File: src/rtl/core/dmec_pkg.sv
// dmec_pkg: shared codes, result type and mode rule tables for the mode event controller
`default_nettype none
package dmec_pkg;

   localparam int MODE_W = 4;
   localparam int EV_W = 4;
   localparam int OP_W = 2;
   localparam int KIND_W = 2;
   localparam int LED_W = 4;
   localparam int BUZZ_W = 3;
   localparam int TICK_W = 32;
   localparam int HOLD_W = 16;

   localparam int QUEUE_DEPTH_DEF = 8;
   localparam int RUN_LIMIT = 7;
   localparam int CNT_W = $clog2(RUN_LIMIT + 1);

   localparam logic [HOLD_W-1:0] HOLD_RESET = 16'd5000;

   // item codes
   localparam logic [OP_W-1:0] OP_POST = 2'd0;
   localparam logic [OP_W-1:0] OP_RUN = 2'd1;
   localparam logic [OP_W-1:0] OP_FORCE = 2'd2;

   // result kinds
   localparam logic [KIND_W-1:0] KIND_POST = 2'd0;
   localparam logic [KIND_W-1:0] KIND_APPLIED = 2'd1;
   localparam logic [KIND_W-1:0] KIND_EMPTY = 2'd2;
   localparam logic [KIND_W-1:0] KIND_FORCE = 2'd3;

   // modes
   localparam logic [MODE_W-1:0] MODE_BOOT = 4'd0;
   localparam logic [MODE_W-1:0] MODE_UNREG = 4'd1;
   localparam logic [MODE_W-1:0] MODE_PAIRING = 4'd2;
   localparam logic [MODE_W-1:0] MODE_CALIB = 4'd3;
   localparam logic [MODE_W-1:0] MODE_ACTIVE = 4'd4;
   localparam logic [MODE_W-1:0] MODE_LAMP = 4'd5;
   localparam logic [MODE_W-1:0] MODE_CHARGING = 4'd6;
   localparam logic [MODE_W-1:0] MODE_LOW_BATT = 4'd7;
   localparam logic [MODE_W-1:0] MODE_FACTORY = 4'd8;
   localparam logic [MODE_W-1:0] MODE_ERROR = 4'd9;
   localparam logic [MODE_W-1:0] MODE_SOFT_RST = 4'd10;

   // events
   localparam logic [EV_W-1:0] EV_NONE = 4'd0;
   localparam logic [EV_W-1:0] EV_REGISTER = 4'd1;
   localparam logic [EV_W-1:0] EV_CALIB_DONE = 4'd2;
   localparam logic [EV_W-1:0] EV_CALIB_CMD = 4'd3;
   localparam logic [EV_W-1:0] EV_CHG_ON = 4'd4;
   localparam logic [EV_W-1:0] EV_BATT_LOW = 4'd5;
   localparam logic [EV_W-1:0] EV_LAMP_ON = 4'd6;
   localparam logic [EV_W-1:0] EV_SOFT_RESET = 4'd7;
   localparam logic [EV_W-1:0] EV_FACTORY = 4'd8;
   localparam logic [EV_W-1:0] EV_SENSOR_ERR = 4'd9;
   localparam logic [EV_W-1:0] EV_LAMP_OFF = 4'd10;
   localparam logic [EV_W-1:0] EV_CHG_OFF = 4'd11;
   localparam logic [EV_W-1:0] EV_BATT_OK = 4'd12;

   typedef struct packed {
      logic [KIND_W-1:0] kind;
      logic              accepted;
      logic [MODE_W-1:0] mode;
      logic              entered;
      logic [LED_W-1:0]  led_pattern;
      logic [BUZZ_W-1:0] buzzer_sound;
      logic              reset_request;
      logic              lamp_flag;
      logic              last;
   } rsp_type;

   typedef struct packed {
      logic              hit;
      logic [MODE_W-1:0] target;
      logic              lamp;
   } rule_type;

   function automatic logic [LED_W-1:0] led_of(input logic [MODE_W-1:0] m);
      logic [LED_W-1:0] v;
      case (m)
         MODE_UNREG:    v = 4'd1;
         MODE_PAIRING:  v = 4'd1;
         MODE_CALIB:    v = 4'd2;
         MODE_ACTIVE:   v = 4'd3;
         MODE_LAMP:     v = 4'd4;
         MODE_CHARGING: v = 4'd5;
         MODE_LOW_BATT: v = 4'd6;
         MODE_FACTORY:  v = 4'd7;
         MODE_ERROR:    v = 4'd8;
         default:       v = 4'd0;
      endcase
      return v;
   endfunction

   function automatic logic [BUZZ_W-1:0] buzz_of(input logic [MODE_W-1:0] m);
      logic [BUZZ_W-1:0] v;
      case (m)
         MODE_UNREG:    v = 3'd1;
         MODE_ACTIVE:   v = 3'd2;
         MODE_LOW_BATT: v = 3'd3;
         MODE_FACTORY:  v = 3'd4;
         MODE_ERROR:    v = 3'd5;
         default:       v = 3'd0;
      endcase
      return v;
   endfunction

   // mode transition rules; hold_over is the factory hold time check
   function automatic rule_type apply_rule(input logic [MODE_W-1:0] m, input logic lamp,
                                           input logic [EV_W-1:0] ev, input logic hold_over);
      rule_type r;
      r.hit = 1'b0;
      r.target = m;
      r.lamp = lamp;
      case (m)
         MODE_UNREG: begin
            if (ev == EV_REGISTER) begin
               r.hit = 1'b1;
               r.target = MODE_PAIRING;
            end
         end
         MODE_PAIRING: begin
            if (ev == EV_CALIB_DONE) begin
               r.hit = 1'b1;
               r.target = MODE_ACTIVE;
            end else if (ev == EV_CALIB_CMD) begin
               r.hit = 1'b1;
               r.target = MODE_CALIB;
            end
         end
         MODE_CALIB: begin
            if (ev == EV_CALIB_DONE) begin
               r.hit = 1'b1;
               r.target = MODE_ACTIVE;
            end
         end
         MODE_ACTIVE: begin
            r.hit = 1'b1;
            case (ev)
               EV_CHG_ON:     r.target = lamp ? MODE_LAMP : MODE_CHARGING;
               EV_BATT_LOW:   r.target = MODE_LOW_BATT;
               EV_LAMP_ON: begin
                  r.lamp = 1'b1;
                  r.target = MODE_LAMP;
               end
               EV_SOFT_RESET: r.target = MODE_SOFT_RST;
               EV_FACTORY:    r.target = MODE_FACTORY;
               EV_SENSOR_ERR: r.target = MODE_ERROR;
               EV_CALIB_CMD:  r.target = MODE_CALIB;
               default:       r.hit = 1'b0;
            endcase
         end
         MODE_LAMP: begin
            if (ev == EV_LAMP_OFF) begin
               r.hit = 1'b1;
               r.lamp = 1'b0;
               r.target = MODE_CHARGING;
            end else if (ev == EV_CHG_OFF) begin
               r.hit = 1'b1;
               r.lamp = 1'b0;
               r.target = MODE_ACTIVE;
            end
         end
         MODE_CHARGING: begin
            if (ev == EV_CHG_OFF) begin
               r.hit = 1'b1;
               r.target = MODE_ACTIVE;
            end else if (ev == EV_LAMP_ON) begin
               r.hit = 1'b1;
               r.lamp = 1'b1;
               r.target = MODE_LAMP;
            end
         end
         MODE_LOW_BATT: begin
            if (ev == EV_BATT_OK) begin
               r.hit = 1'b1;
               r.target = MODE_ACTIVE;
            end else if (ev == EV_CHG_ON) begin
               r.hit = 1'b1;
               r.target = MODE_CHARGING;
            end
         end
         MODE_FACTORY: begin
            if (hold_over) begin
               r.hit = 1'b1;
               r.target = MODE_ACTIVE;
            end
         end
         MODE_ERROR: begin
            if (ev == EV_SOFT_RESET) begin
               r.hit = 1'b1;
               r.target = MODE_SOFT_RST;
            end
         end
         default: r.hit = 1'b0;
      endcase
      return r;
   endfunction

endpackage
`default_nettype wire

File: src/rtl/core/dmec_queue_ram.sv
// dmec_queue_ram: event queue storage, one write port and one registered read port
`default_nettype none
module dmec_queue_ram #(
   parameter int DEPTH = dmec_pkg::QUEUE_DEPTH_DEF,
   parameter int AW = $clog2(DEPTH)
) (
   input  wire logic                       clock,
   input  wire logic                       wr_en,
   input  wire logic [AW-1:0]              wr_addr,
   input  wire logic [dmec_pkg::EV_W-1:0]  wr_data,
   input  wire logic [AW-1:0]              rd_addr,
   output logic      [dmec_pkg::EV_W-1:0]  rd_data
);

   logic [dmec_pkg::EV_W-1:0] mem [DEPTH];

   always_ff @(posedge clock) begin
      if (wr_en) begin
         mem[wr_addr] <= wr_data;
      end
   end

   always_ff @(posedge clock) begin
      rd_data <= mem[rd_addr];
   end

endmodule
`default_nettype wire

File: src/rtl/core/dmec_ctrl.sv
// dmec_ctrl: queue pointers, run sequencer and mode state with rule application
`default_nettype none
module dmec_ctrl #(
   parameter int DEPTH = dmec_pkg::QUEUE_DEPTH_DEF,
   parameter int AW = $clog2(DEPTH)
) (
   input  wire logic                         clock,
   input  wire logic                         reset,
   input  wire logic                         start,
   output logic                              busy,
   input  wire logic [dmec_pkg::OP_W-1:0]    req_op,
   input  wire logic [dmec_pkg::EV_W-1:0]    req_event_code,
   input  wire logic [dmec_pkg::MODE_W-1:0]  req_forced_state,
   input  wire logic [dmec_pkg::TICK_W-1:0]  req_now_ticks,
   input  wire logic [dmec_pkg::HOLD_W-1:0]  hold_ticks,
   output logic                              wr_en,
   output logic [AW-1:0]                     wr_addr,
   output logic [dmec_pkg::EV_W-1:0]         wr_data,
   output logic [AW-1:0]                     rd_addr,
   input  wire logic [dmec_pkg::EV_W-1:0]    rd_data,
   output logic                              res_valid,
   output dmec_pkg::rsp_type                 res
);

   localparam logic ST_IDLE = 1'b0;
   localparam logic ST_RUN = 1'b1;
   localparam logic [AW-1:0] PTR_LAST = AW'(DEPTH - 1);

   logic                          state_ff, state_in;
   logic [dmec_pkg::MODE_W-1:0]   mode_ff, mode_in;
   logic [dmec_pkg::TICK_W-1:0]   entry_ff, entry_in;
   logic [dmec_pkg::TICK_W-1:0]   now_ff, now_in;
   logic                          lamp_ff, lamp_in;
   logic [AW-1:0]                 wp_ff, wp_in;
   logic [AW-1:0]                 rp_ff, rp_in;
   logic [dmec_pkg::CNT_W-1:0]    cnt_ff, cnt_in;

   logic [AW-1:0]                 wp_next, rp_next;
   logic [dmec_pkg::TICK_W-1:0]   elapsed;
   logic                          hold_over;
   logic                          accept;
   dmec_pkg::rule_type            rule;

   assign wp_next = (wp_ff == PTR_LAST) ? '0 : wp_ff + 1'b1;
   assign rp_next = (rp_ff == PTR_LAST) ? '0 : rp_ff + 1'b1;
   assign elapsed = now_ff - entry_ff;
   assign hold_over = elapsed > {{(dmec_pkg::TICK_W - dmec_pkg::HOLD_W){1'b0}}, hold_ticks};
   assign rule = dmec_pkg::apply_rule(mode_ff, lamp_ff, rd_data, hold_over);
   assign accept = start && (state_ff == ST_IDLE);
   assign busy = (state_ff == ST_RUN);

   // read port always points at the head; the registered read data is used in the cycle after its address is given
   assign rd_addr = rp_ff;
   assign wr_addr = wp_ff;
   assign wr_data = req_event_code;

   always_comb begin
      state_in = state_ff;
      mode_in = mode_ff;
      entry_in = entry_ff;
      now_in = now_ff;
      lamp_in = lamp_ff;
      wp_in = wp_ff;
      rp_in = rp_ff;
      cnt_in = cnt_ff;
      wr_en = 1'b0;
      res_valid = 1'b0;
      res = '0;
      case (state_ff)
         ST_IDLE: begin
            if (accept) begin
               case (req_op)
                  dmec_pkg::OP_POST: begin
                     res_valid = 1'b1;
                     res.kind = dmec_pkg::KIND_POST;
                     if (req_event_code != dmec_pkg::EV_NONE && wp_next != rp_ff) begin
                        wr_en = 1'b1;
                        wp_in = wp_next;
                        res.accepted = 1'b1;
                     end
                  end
                  dmec_pkg::OP_RUN: begin
                     now_in = req_now_ticks;
                     if (rp_ff == wp_ff) begin
                        res_valid = 1'b1;
                        res.kind = dmec_pkg::KIND_EMPTY;
                     end else begin
                        rp_in = rp_next;
                        cnt_in = dmec_pkg::CNT_W'(1);
                        state_in = ST_RUN;
                     end
                  end
                  dmec_pkg::OP_FORCE: begin
                     res_valid = 1'b1;
                     res.kind = dmec_pkg::KIND_FORCE;
                     if (req_forced_state <= dmec_pkg::MODE_SOFT_RST) begin
                        mode_in = req_forced_state;
                        entry_in = req_now_ticks;
                     end
                  end
                  default: res_valid = 1'b0;
               endcase
            end
         end
         ST_RUN: begin
            res_valid = 1'b1;
            res.kind = dmec_pkg::KIND_APPLIED;
            lamp_in = rule.lamp;
            if (rule.hit) begin
               mode_in = rule.target;
               entry_in = now_ff;
               res.entered = 1'b1;
               res.led_pattern = dmec_pkg::led_of(rule.target);
               res.buzzer_sound = dmec_pkg::buzz_of(rule.target);
               res.reset_request = (rule.target == dmec_pkg::MODE_SOFT_RST);
            end
            if (cnt_ff != dmec_pkg::CNT_W'(dmec_pkg::RUN_LIMIT) && rp_ff != wp_ff) begin
               rp_in = rp_next;
               cnt_in = cnt_ff + 1'b1;
            end else begin
               res.last = 1'b1;
               state_in = ST_IDLE;
            end
         end
         default: state_in = ST_IDLE;
      endcase
      res.mode = mode_in;
      res.lamp_flag = lamp_in;
      if (state_ff == ST_IDLE) begin
         res.last = 1'b1;
      end
   end

   always_ff @(posedge clock) begin
      if (reset) begin
         state_ff <= ST_IDLE;
         mode_ff <= dmec_pkg::MODE_BOOT;
         entry_ff <= '0;
         lamp_ff <= 1'b0;
         wp_ff <= '0;
         rp_ff <= '0;
         cnt_ff <= '0;
      end else begin
         state_ff <= state_in;
         mode_ff <= mode_in;
         entry_ff <= entry_in;
         lamp_ff <= lamp_in;
         wp_ff <= wp_in;
         rp_ff <= rp_in;
         cnt_ff <= cnt_in;
      end
   end

   always_ff @(posedge clock) begin
      now_ff <= now_in;
   end

endmodule
`default_nettype wire

File: src/rtl/core/device_mode_event_controller_top.sv
// device_mode_event_controller_top: mode event controller with event queue and hold register
// post, force and empty-run results are registered and appear in the cycle after start is taken
// a run of n queued events (n up to 7) gives n results, one per cycle with no gaps; the first
// follows the registered head read from the queue ram and then the registered result
// busy stays high while the run is in progress, with one queue ram read per result
// the next item may start in the cycle that carries the last result; results cannot stall
// reset: mode boot, lamp flag clear, queue empty, hold time 5000; no clearing pass
`default_nettype none
module device_mode_event_controller_top #(
   parameter int QUEUE_DEPTH = dmec_pkg::QUEUE_DEPTH_DEF
) (
   input  wire logic                         clock,
   input  wire logic                         reset,
   input  wire logic                         start,
   output logic                              busy,
   input  wire logic [dmec_pkg::OP_W-1:0]    req_op,
   input  wire logic [dmec_pkg::EV_W-1:0]    req_event_code,
   input  wire logic [dmec_pkg::MODE_W-1:0]  req_forced_state,
   input  wire logic [dmec_pkg::TICK_W-1:0]  req_now_ticks,
   output logic                              rsp_valid,
   output logic [dmec_pkg::KIND_W-1:0]       rsp_kind,
   output logic                              rsp_accepted,
   output logic [dmec_pkg::MODE_W-1:0]       rsp_mode,
   output logic                              rsp_entered,
   output logic [dmec_pkg::LED_W-1:0]        rsp_led_pattern,
   output logic [dmec_pkg::BUZZ_W-1:0]       rsp_buzzer_sound,
   output logic                              rsp_reset_request,
   output logic                              rsp_lamp_flag,
   output logic                              rsp_last,
   input  wire logic                         csr_valid,
   output logic                              csr_ready,
   input  wire logic [dmec_pkg::HOLD_W-1:0]  csr_data
);

   localparam int AW = $clog2(QUEUE_DEPTH);

   logic [dmec_pkg::HOLD_W-1:0]  hold_ff;
   logic                         rsp_valid_ff, rsp_valid_in;
   dmec_pkg::rsp_type            rsp_ff, rsp_in;
   logic                         wr_en;
   logic [AW-1:0]                wr_addr, rd_addr;
   logic [dmec_pkg::EV_W-1:0]    wr_data, rd_data;

   assign csr_ready = 1'b1;

   always_ff @(posedge clock) begin
      if (reset) begin
         hold_ff <= dmec_pkg::HOLD_RESET;
      end else if (csr_valid && csr_ready) begin
         hold_ff <= csr_data;
      end
   end

   dmec_queue_ram #(
      .DEPTH(QUEUE_DEPTH),
      .AW(AW)
   ) u_ram (
      .clock(clock),
      .wr_en(wr_en),
      .wr_addr(wr_addr),
      .wr_data(wr_data),
      .rd_addr(rd_addr),
      .rd_data(rd_data)
   );

   dmec_ctrl #(
      .DEPTH(QUEUE_DEPTH),
      .AW(AW)
   ) u_ctrl (
      .clock(clock),
      .reset(reset),
      .start(start),
      .busy(busy),
      .req_op(req_op),
      .req_event_code(req_event_code),
      .req_forced_state(req_forced_state),
      .req_now_ticks(req_now_ticks),
      .hold_ticks(hold_ff),
      .wr_en(wr_en),
      .wr_addr(wr_addr),
      .wr_data(wr_data),
      .rd_addr(rd_addr),
      .rd_data(rd_data),
      .res_valid(rsp_valid_in),
      .res(rsp_in)
   );

   always_ff @(posedge clock) begin
      if (reset) begin
         rsp_valid_ff <= 1'b0;
      end else begin
         rsp_valid_ff <= rsp_valid_in;
      end
   end

   always_ff @(posedge clock) begin
      rsp_ff <= rsp_in;
   end

   assign rsp_valid = rsp_valid_ff;
   assign rsp_kind = rsp_ff.kind;
   assign rsp_accepted = rsp_ff.accepted;
   assign rsp_mode = rsp_ff.mode;
   assign rsp_entered = rsp_ff.entered;
   assign rsp_led_pattern = rsp_ff.led_pattern;
   assign rsp_buzzer_sound = rsp_ff.buzzer_sound;
   assign rsp_reset_request = rsp_ff.reset_request;
   assign rsp_lamp_flag = rsp_ff.lamp_flag;
   assign rsp_last = rsp_ff.last;

   // a run streams its results with no gaps
   a_run_no_gap: assert property (@(posedge clock) disable iff (reset)
      rsp_valid && !rsp_last |=> rsp_valid && rsp_kind == dmec_pkg::KIND_APPLIED)
      else $error("run result stream broke before last beat");

   // every post gets exactly one ack on the next cycle
   a_post_ack: assert property (@(posedge clock) disable iff (reset)
      start && !busy && req_op == dmec_pkg::OP_POST
      |=> rsp_valid && rsp_last && rsp_kind == dmec_pkg::KIND_POST)
      else $error("post ack missing");

   // entry actions only on a state entry
   a_entry_actions: assert property (@(posedge clock) disable iff (reset)
      rsp_valid && !rsp_entered
      |-> rsp_led_pattern == '0 && rsp_buzzer_sound == '0 && !rsp_reset_request)
      else $error("entry action without state entry");

   // the controller frees up exactly when the final beat is shown
   a_last_frees: assert property (@(posedge clock) disable iff (reset)
      rsp_valid && rsp_last |-> !busy)
      else $error("busy still high on last beat");

endmodule
`default_nettype wire
File: config.mk
export PLATFORM = sky130hd
export DESIGN_NAME = device_mode_event_controller_top
export DESIGN_NICKNAME = d
export VERILOG_FILES = /design/src/rtl/core/dmec_pkg.sv /design/src/rtl/core/dmec_queue_ram.sv /design/src/rtl/core/dmec_ctrl.sv /design/src/rtl/core/device_mode_event_controller_top.sv
export SDC_FILE = /design/constraint.sdc
export NUM_CORES = 1
export LEC_CHECK = 0
export BUFFER_PORTS_ARGS = -buffer_cell sky130_fd_sc_hd__buf_2
export CAP_MARGIN = 20
export CORE_MARGIN = 3
export CORE_UTILIZATION = 50
export CTS_CLUSTER_SIZE = 10
export DETAILED_ROUTE_END_ITERATION = 10
export GPL_ROUTABILITY_DRIVEN = 0
export PLACE_DENSITY = 0.72
export RECOVER_POWER = 50
export SLEW_MARGIN = 30
export SYNTH_ARGS = -nofsm -noshare
export SYNTH_HDL_FRONTEND = slang
export SYNTH_SLANG_ARGS = --single-unit
File: constraint.sdc
create_clock -name clock -period 4.95 [get_ports clock]
set_clock_uncertainty 0.15 [all_clocks]
set_input_delay 0.495 -clock clock [delete_from_list [all_inputs] [get_ports clock]]
set_output_delay 0.495 -clock clock [all_outputs]
set_load 0.01 [all_outputs]
### Word-level counts from Yosys, hierarchy flattened

Memories as Yosys holds them, arrays and structs flattened. A register that Yosys moved wholly into a read port is not among the register bits.
Index checks and enable logic that the tools add are counted.

| storage, ports and cells | value |
|---|---|
| bits in registers | 114 |
| bits in writable memories | 32 |
| memory bits (read-only) | 64 |
| memories kept | 2 |

Memory list:

| name | depth | width | rd ports | clocked after Yosys merged registers in | write ports | RTL line | RTL |
|---|---|---|---|---|---|---|---|
| (name not given) | 16 | 4 | 1 | 0 | 0 | dmec_pkg.sv:79 | `case (m)` |
| u_ram.mem | 8 | 4 | 1 | 1 | 1 | dmec_queue_ram.sv:15 | `logic [dmec_pkg::EV_W-1:0] mem [DEPTH];` |

| operators by class | value |
|---|---|
| $add $sub $neg | 4 |
| magnitude comparators | 2 |
| eq/ne operators | 42 |
| muxes and demuxes | 65 |
| bitwise gates (word level) | 2 |
| reductions and logical operators | 13 |

Operator list:

| cell | count |
|---|---|
| 32-bit 2-to-1 mux | 4 |
| 32-bit one-hot mux with 2 select lines | 1 |
| 5-bit 2-to-1 mux | 9 |
| 4-bit by 3-bit equality test with 1-bit output (second input constant) | 10 |
| 4-bit equality test (second input constant) | 10 |
| 4-bit one-hot mux with 9 select lines | 1 |
| 3-bit 2-to-1 mux | 11 |
| 32-bit by 16-bit > comparator with 1-bit output | 1 |
| 32-bit subtractor | 1 |
| 4-bit one-hot mux with 7 select lines | 1 |
| 6-bit 2-to-1 mux | 3 |
| 1-bit 2-to-1 mux | 17 |
| 4-bit by 2-bit equality test with 1-bit output (second input constant) | 4 |
| 4-bit 2-to-1 mux | 4 |
| 3-bit one-hot mux with 5 select lines | 1 |
| 4-bit by 1-bit equality test with 1-bit output (second input constant) | 3 |
| 3-bit one-hot mux with 2 select lines | 2 |
| 4-bit AND reduction | 3 |
| 2-bit inequality test (second input constant) | 5 |
| 3-bit by 1-bit adder with 3-bit output (second input constant) | 3 |
| 9-bit 2-to-1 mux | 1 |
| 1-bit one-hot mux with 9 select lines | 1 |
| 2-bit one-hot mux with 2 select lines | 2 |
| 4-bit one-hot mux with 2 select lines | 1 |
| 19 further kinds | 29 |

### Longest topological paths before layout

| logic depth | value |
|---|---|
| depth in word-level cells | 10 |
| gate-level depth with buffers | 23 |

### Modules after synthesis

From an unflattened synthesis, not the netlist that was laid out.

| unflattened totals | value |
|---|---|
| cells, all modules | 1186 |
| area, all modules | 10079.7 um2 |

By module, submodules not included:

| module | instances | cells an instance | area each (um2) | sequential area each (um2) |
|---|---|---|---|---|
| dmec_ctrl | 1 | 1049 | 7716.2 | 1901.8 |
| dmec_queue_ram | 1 | 63 | 1370.1 | 1041.0 |
| device_mode_event_controller_top | 1 | 74 | 993.5 | 700.7 |

### Worst setup path after synthesis

Ideal clock, no wire load.

| path | value |
|---|---|
| path kind | reg2reg |
| start | register u_ctrl.now_ff[0] (netlist name) |
| end | register u_ctrl.entry_ff[11] (netlist name) |
| data arrival time | 4585 ps |
| setup slack | 69 ps |
| stages on the path, launching flop included | 23 |
| path buffers | 1 |
| clock period less this slack | 4881 ps |
| cells stage by stage | edfxtp_1 > inv_1 > ha_1 > fa_1 > nor2b_1 > o2111ai_1 > nand2_1 > a31oi_1 > o21ai_0 > a21oi_1 > xnor2_1 > ha_1 > a21oi_1 > nand2_1 > a221o_1 > o31ai_1 > nand4b_1 > nor4_1 > o2111ai_1 > or3_4 > a31oi_4 > buf_2 > a211oi_2 |

| between the ends | value |
|---|---|
| cells in the longest elaborated chain, start to end | 6 |

Ends and longest elaborated chain:

| item | RTL line | RTL |
|---|---|---|
| from (decl) | dmec_ctrl.sv:32 | `logic [dmec_pkg::TICK_W-1:0] now_ff, now_in;` |
| from (signal assigned) | dmec_ctrl.sv:155 | `now_ff <= now_in;` |
| 32-bit subtractor | dmec_ctrl.sv:46 | `assign elapsed = now_ff - entry_ff;` |
| 32-bit by 16-bit > comparator with 1-bit output | dmec_ctrl.sv:47 | `assign hold_over = elapsed > {{(dmec_pkg::TICK_W - dmec_pkg::HOLD_W){1'b0}}, hold_ticks};` |
| 5-bit 2-to-1 mux | dmec_pkg.sv:183 | `if (hold_over) begin` |
| 1-bit one-hot mux with 9 select lines | dmec_pkg.sv:114 | `case (m)` |
| 2-bit inequality test (no line) | - |  |
| 4-bit AND reduction (no line) | - |  |
| to (signal assigned) | dmec_ctrl.sv:146 | `entry_ff <= entry_in;` |
| to (decl) | dmec_ctrl.sv:31 | `logic [dmec_pkg::TICK_W-1:0] entry_ff, entry_in;` |

No other way between the ends.
A chain may end at the register's enable or synchronous reset.

### Worst setup path after layout

| path | value |
|---|---|
| start | register u_ctrl.now_ff[0] (netlist name) |
| end | register u_ctrl.entry_ff[0] (netlist name) |

| between the ends | value |
|---|---|
| cells in the longest elaborated chain, start to end | 6 |
| elaborated cells between the ends (all ways) | 8 |
| classes of those cells | add/sub (1); order compare (1); eq/ne (1); mux (4); reduce/logical (1) |

Ends and longest elaborated chain:

| item | RTL line |
|---|---|
| 32-bit subtractor | dmec_ctrl.sv:46 |
| 32-bit by 16-bit > comparator with 1-bit output | dmec_ctrl.sv:47 |
| 5-bit 2-to-1 mux | dmec_pkg.sv:183 |
| 1-bit one-hot mux with 9 select lines | dmec_pkg.sv:114 |
| 2-bit inequality test (no line) | - |
| 4-bit AND reduction (no line) | - |

Parallel ways exist; a longest one is shown, timed or not. The select of a mux whose other input is x is not followed.

==> results.sh <==
export IMPL_first_pass_grt_wire_length_microns=36000
export IMPL_post_synth_edffs=64
export IMPL_io_buffers=81
export IMPL_numCtsBuffers=17
export IMPL_placementRows=48
export IMPL_clk_insertion_delay_late_ns=0.43
export IMPL_crit_path_start_kind="flop"
export IMPL_achievable_clock_frequency_ghz=0.200
export IMPL_run_status="complete, but fails checks"
export IMPL_distinct_cell_type_count_after_synthesis=66
export IMPL_post_synth_and_or_nand_nor_area_fraction_pct=15.6
export IMPL_max_cap_violations=0
export IMPL_crit_family="compound AO/OA/AOI/OAI gates"
export IMPL_synthAdderAreaFrac_pct=8.84
export IMPL_post_cts_hold_buffer_count=0
export IMPL_path_class="reg -> reg"
export IMPL_cts_sink_count=150
export IMPL_crit_path_max_incr_delay_ns=0.40
export IMPL_clk_path_buf_depth=2
export IMPL_cts_root_buf="sky130_fd_sc_hd__clkbuf_16"
export IMPL_synthFlopType="sky130_fd_sc_hd__dfxtp_1"
export IMPL_totalWireLength_microns=22500
export IMPL_critical_path_peak_fanout=6
export IMPL_final_max_slew_violation_count=0
export IMPL_transition_time_at_the_pin_with_the_least_slew_margin_ns=1.25
export IMPL_power_density_over_the_cells_mw_per_mm2=302
export IMPL_postLayoutCoreUtil_pct=61.4
export IMPL_antenna_violating_nets_post_route=0
export IMPL_synthToLayoutAreaGrowth_pct=19.9
export IMPL_worst_path_clk_slew_ns=0.07
export IMPL_htreeDepth=4
export IMPL_grt_usage_pct=22.5
export IMPL_r2r_start="u_ctrl.now_ff[0]"
export IMPL_synth_top_cells_by_area="sky130_fd_sc_hd__edfxtp_1, sky130_fd_sc_hd__dfxtp_1, sky130_fd_sc_hd__ha_1, sky130_fd_sc_hd__a211oi_1, sky130_fd_sc_hd__a21oi_1"
export IMPL_cp_startpoint="u_ctrl.now_ff[0]"
export IMPL_period_share_pct=101
export IMPL_violations="negative setup slack"
export IMPL_clock_tree_from_tritoncts="done"
export IMPL_slew_limit_headroom_pct=16.4
export IMPL_synthesis_instances=938
export IMPL_async_reset_ff_share_pct=0
export IMPL_final_period_minus_worst_setup_slack_ns=4.99
export IMPL_rsz_0062_raised_after_global_routing="true"
export IMPL_wl_per_cell_microns=17.5
export IMPL_total_iterations_of_the_first_detailed_routing_run=5
export IMPL_postSynthRegisterBits=150
export IMPL_die_width_microns=139
export IMPL_buffers_plus_inverters_on_the_worst_setup_path=3
export IMPL_post_route_drc_count=0
export IMPL_synth_compound_gate_area_share_pct=21.5
export IMPL_worst_slack_ns=-0.0379
export IMPL_syn_area_per_cell_sq_um=9.45
export IMPL_total_leakage_power_nw=4.04
export IMPL_yosys_warn_count=0
export IMPL_report_final_hold_viol_count=0
export IMPL_hold_path_class="in -> reg"
export IMPL_synth_yosys_seq_area_share_pct=41.1
export IMPL_path_cells="inv_1 -> ha_2 -> fa_2 -> nor2b_4 -> o2111ai_4 -> nand2_2 -> a31oi_4 -> o21ai_2 -> a21oi_2 -> xnor2_1 -> ha_1 -> a21oi_2 -> nand2_1 -> a221o_1 -> o31ai_2 -> nand4b_1 -> nor4_2 -> o2111ai_1 -> or3_4 -> a31oi_4 -> buf_12 -> buf_12 -> mux2i_2 -> nor2_1"
export IMPL_worst_path_max_delay_cell="sky130_fd_sc_hd__or3_4"
export IMPL_synthDominantCellAreaShare_pct=21.7
export IMPL_initialDrtViolationCount=794
export IMPL_muxShareOfSynthArea_pct=4.74
export IMPL_holdCritStartpoint="req_now_ticks[7]"
export IMPL_grt_max_degree=71
export IMPL_nets=1170
export IMPL_irDropWorstVdd_mv=0.241
export IMPL_synth_top_family_by_area="compound AO/OA/AOI/OAI gates"
export IMPL_num_vias=7631
export IMPL_synth_xor_xnor_area_share_pct=2.67
export IMPL_cp_required_ns=5.10
export IMPL_die_span_y_microns=139
export IMPL_post_dp_hpwl_microns=14900
export IMPL_ios=83
export IMPL_whs_ns=0.0935
export IMPL_proportion_of_layout_cells_with_a_drive_suffix_above_1_pct=19.8
export IMPL_critical_path_endpoint_type="flop"
export IMPL_antenna_found_initial=2
export IMPL_synth_area_sq_mm=0.00886
export IMPL_fp_coreArea_sq_mm=0.0173
export IMPL_yosysTopAreaCell="sky130_fd_sc_hd__edfxtp_1"
export IMPL_setup_violations=6
export IMPL_grt_overflow_total=0
export IMPL_arrival_ns=5.14
export IMPL_via_count_of_the_first_global_routing_pass=7114
export IMPL_syn_num_nets=1062
export IMPL_initial_core_utilization_pct=51.3
export IMPL_average_vias_per_placed_instance=5.94
export IMPL_fp_dieArea_sq_mm=0.0194
[path summary, 6_finish.rpt]
path                          to  slack, ns  cells after the start
max           u_ctrl.entry_ff[0]      -0.04                     24
min             u_ctrl.now_ff[7]       0.09                      1
max reg2reg   u_ctrl.entry_ff[0]      -0.04                     24
min reg2reg  u_ctrl.entry_ff[27]       0.32                      2
[per-layer routing]
layer	vias to the layer above	GRT usage (%)	share of wire [%]	wire, microns
met1	3630	31.6	46	10300
li1	3675	-	-	-
met2	273	34.7	45	10200
met3	51	4.76	6.4	1450
met4	2	8.03	2.7	599
met5	-	0	0.058	13
[cell type report]
cell class / count / area (sq um)
fillers: 1437 / 6670
diodes: 1 / 2.50
clock buffers: 18 / 429
flip-flops and latches: 150 / 3640
clock inverters: 14 / 190
multi-input cells: 665 / 4870
inverters: 71 / 267
repair buffers: 141 / 943
well taps: 225 / 282
[repair_timing]
action,4_1_cts,5_1_grt
endpoints found under the hold margin,0,0
cloned,3,2
resized for setup,15,25
setup endpoints to repair,46,46
setup buffers,10,4
pin swaps,10,16
[power breakdown]
group	total [mW]	internal [mW]	leakage (nW)	switching [mW]
Combinational	0.488	0.214	2.46	0.274
Sequential	1.35	1.33	1.28	0.0236
Clock	1.37	0.810	0.294	0.564
Total	3.21	2.35	4.04	0.862
[sequential cells by signal (all words and copies together), names as in the netlist, 4 cells and up]
| name | cells |
|---|---|
| u_ctrl.entry_ff | 32 |
| u_ram.rd_data | 4 |
| rsp_mode | 4 |
| u_ram.mem | 32 |
| hold_ff | 16 |
| rsp_led_pattern | 4 |
| u_ctrl.now_ff | 32 |
| u_ctrl.mode_ff | 4 |
[worst register-to-register path: stages, from the launching register on]
cell and delay (ns):
sky130_fd_sc_hd__edfxtp_1 0.34, sky130_fd_sc_hd__inv_1 0.05, sky130_fd_sc_hd__ha_2 0.19, sky130_fd_sc_hd__fa_2 0.37, sky130_fd_sc_hd__nor2b_4 0.17, sky130_fd_sc_hd__o2111ai_4 0.14, sky130_fd_sc_hd__nand2_2 0.15, sky130_fd_sc_hd__a31oi_4 0.11
sky130_fd_sc_hd__o21ai_2 0.22, sky130_fd_sc_hd__a21oi_2 0.09, sky130_fd_sc_hd__xnor2_1 0.14, sky130_fd_sc_hd__ha_1 0.32, sky130_fd_sc_hd__a21oi_2 0.13, sky130_fd_sc_hd__nand2_1 0.06, sky130_fd_sc_hd__a221o_1 0.37, sky130_fd_sc_hd__o31ai_2 0.20
sky130_fd_sc_hd__nand4b_1 0.13, sky130_fd_sc_hd__nor4_2 0.16, sky130_fd_sc_hd__o2111ai_1 0.17, sky130_fd_sc_hd__or3_4 0.40, sky130_fd_sc_hd__a31oi_4 0.21, sky130_fd_sc_hd__buf_12 0.17, sky130_fd_sc_hd__buf_12 0.14, sky130_fd_sc_hd__mux2i_2 0.23
sky130_fd_sc_hd__nor2_1 0.05
[synthesized netlist by cell type, types with 17 or more instances]
cell	n
sky130_fd_sc_hd__inv_1	71
sky130_fd_sc_hd__nand2_1	67
sky130_fd_sc_hd__a21oi_1	64
sky130_fd_sc_hd__edfxtp_1	64
sky130_fd_sc_hd__o21ai_0	38
sky130_fd_sc_hd__a211oi_2	21
sky130_fd_sc_hd__nor3_1	17
sky130_fd_sc_hd__a211oi_1	43
sky130_fd_sc_hd__clkbuf_1	40
sky130_fd_sc_hd__nand4_1	19
sky130_fd_sc_hd__nor2_1	66
sky130_fd_sc_hd__dfxtp_1	86
sky130_fd_sc_hd__nor2b_1	41
sky130_fd_sc_hd__ha_1	61
[placed cells by master, fill, tap and decap left out, types with 6 or more instances in the layout]
master | Yosys | layout
sky130_fd_sc_hd__and2_1 | 12 | 12
sky130_fd_sc_hd__nor3b_1 | 6 | 6
sky130_fd_sc_hd__nand2_1 | 67 | 65
sky130_fd_sc_hd__dfxtp_1 | 86 | 85
sky130_fd_sc_hd__inv_1 | 71 | 71
sky130_fd_sc_hd__o21a_1 | 11 | 11
sky130_fd_sc_hd__a21oi_2 | 0 | 8
sky130_fd_sc_hd__xnor2_1 | 15 | 15
sky130_fd_sc_hd__o211ai_1 | 11 | 11
sky130_fd_sc_hd__nand3_1 | 15 | 15
sky130_fd_sc_hd__ha_1 | 61 | 59
sky130_fd_sc_hd__a211oi_2 | 21 | 21
sky130_fd_sc_hd__edfxtp_1 | 64 | 64
sky130_fd_sc_hd__a31oi_1 | 15 | 14
sky130_fd_sc_hd__mux2_2 | 8 | 8
sky130_fd_sc_hd__nor3_1 | 17 | 17
sky130_fd_sc_hd__clkbuf_1 | 40 | 37
sky130_fd_sc_hd__o21ai_0 | 38 | 34
sky130_fd_sc_hd__mux4_2 | 8 | 8
sky130_fd_sc_hd__a21oi_1 | 64 | 56
sky130_fd_sc_hd__mux2i_1 | 15 | 14
sky130_fd_sc_hd__xor2_1 | 12 | 11
sky130_fd_sc_hd__a21o_1 | 11 | 11
sky130_fd_sc_hd__buf_2 | 4 | 45
sky130_fd_sc_hd__nor2b_1 | 41 | 39
sky130_fd_sc_hd__nand4_1 | 19 | 19
sky130_fd_sc_hd__clkbuf_16 | 0 | 19
sky130_fd_sc_hd__a211o_1 | 6 | 6
sky130_fd_sc_hd__buf_4 | 3 | 52
sky130_fd_sc_hd__nor2_1 | 66 | 66
sky130_fd_sc_hd__a211oi_1 | 43 | 43
[kinds of logic after synthesis]
kind of cell             count (synthesis)
adder cells (fa/ha/maj)                 62
flip-flops                             150
other                                    1
XOR/XNOR                                27
buffers and inverters                  123
multiplexers                            31
AO/OA/AOI/OAI                          268
AND/OR/NAND/NOR                        276
[metrics by stage]
stage / cell area [sq um] / TNS [ns] / setup WS [ns] / power (mW) / std cells
CTS: 10500 / 0 / 0.00586 / 3.20 / 1279
finish: 10600 / -0.0774 / -0.0379 / 3.21 / 1285
global placement: 9660 / -4.13 / -0.138 / 1.80 / 1234
floorplan: 8860 / 0 / 0.0690 / 1.67 / 938
global route: 10600 / -8.16 / -0.305 / 3.34 / 1285
detailed placement: 9660 / -14.84 / -0.410 / 1.81 / 1234
Note: power is estimated with default switching activity, not from simulation.
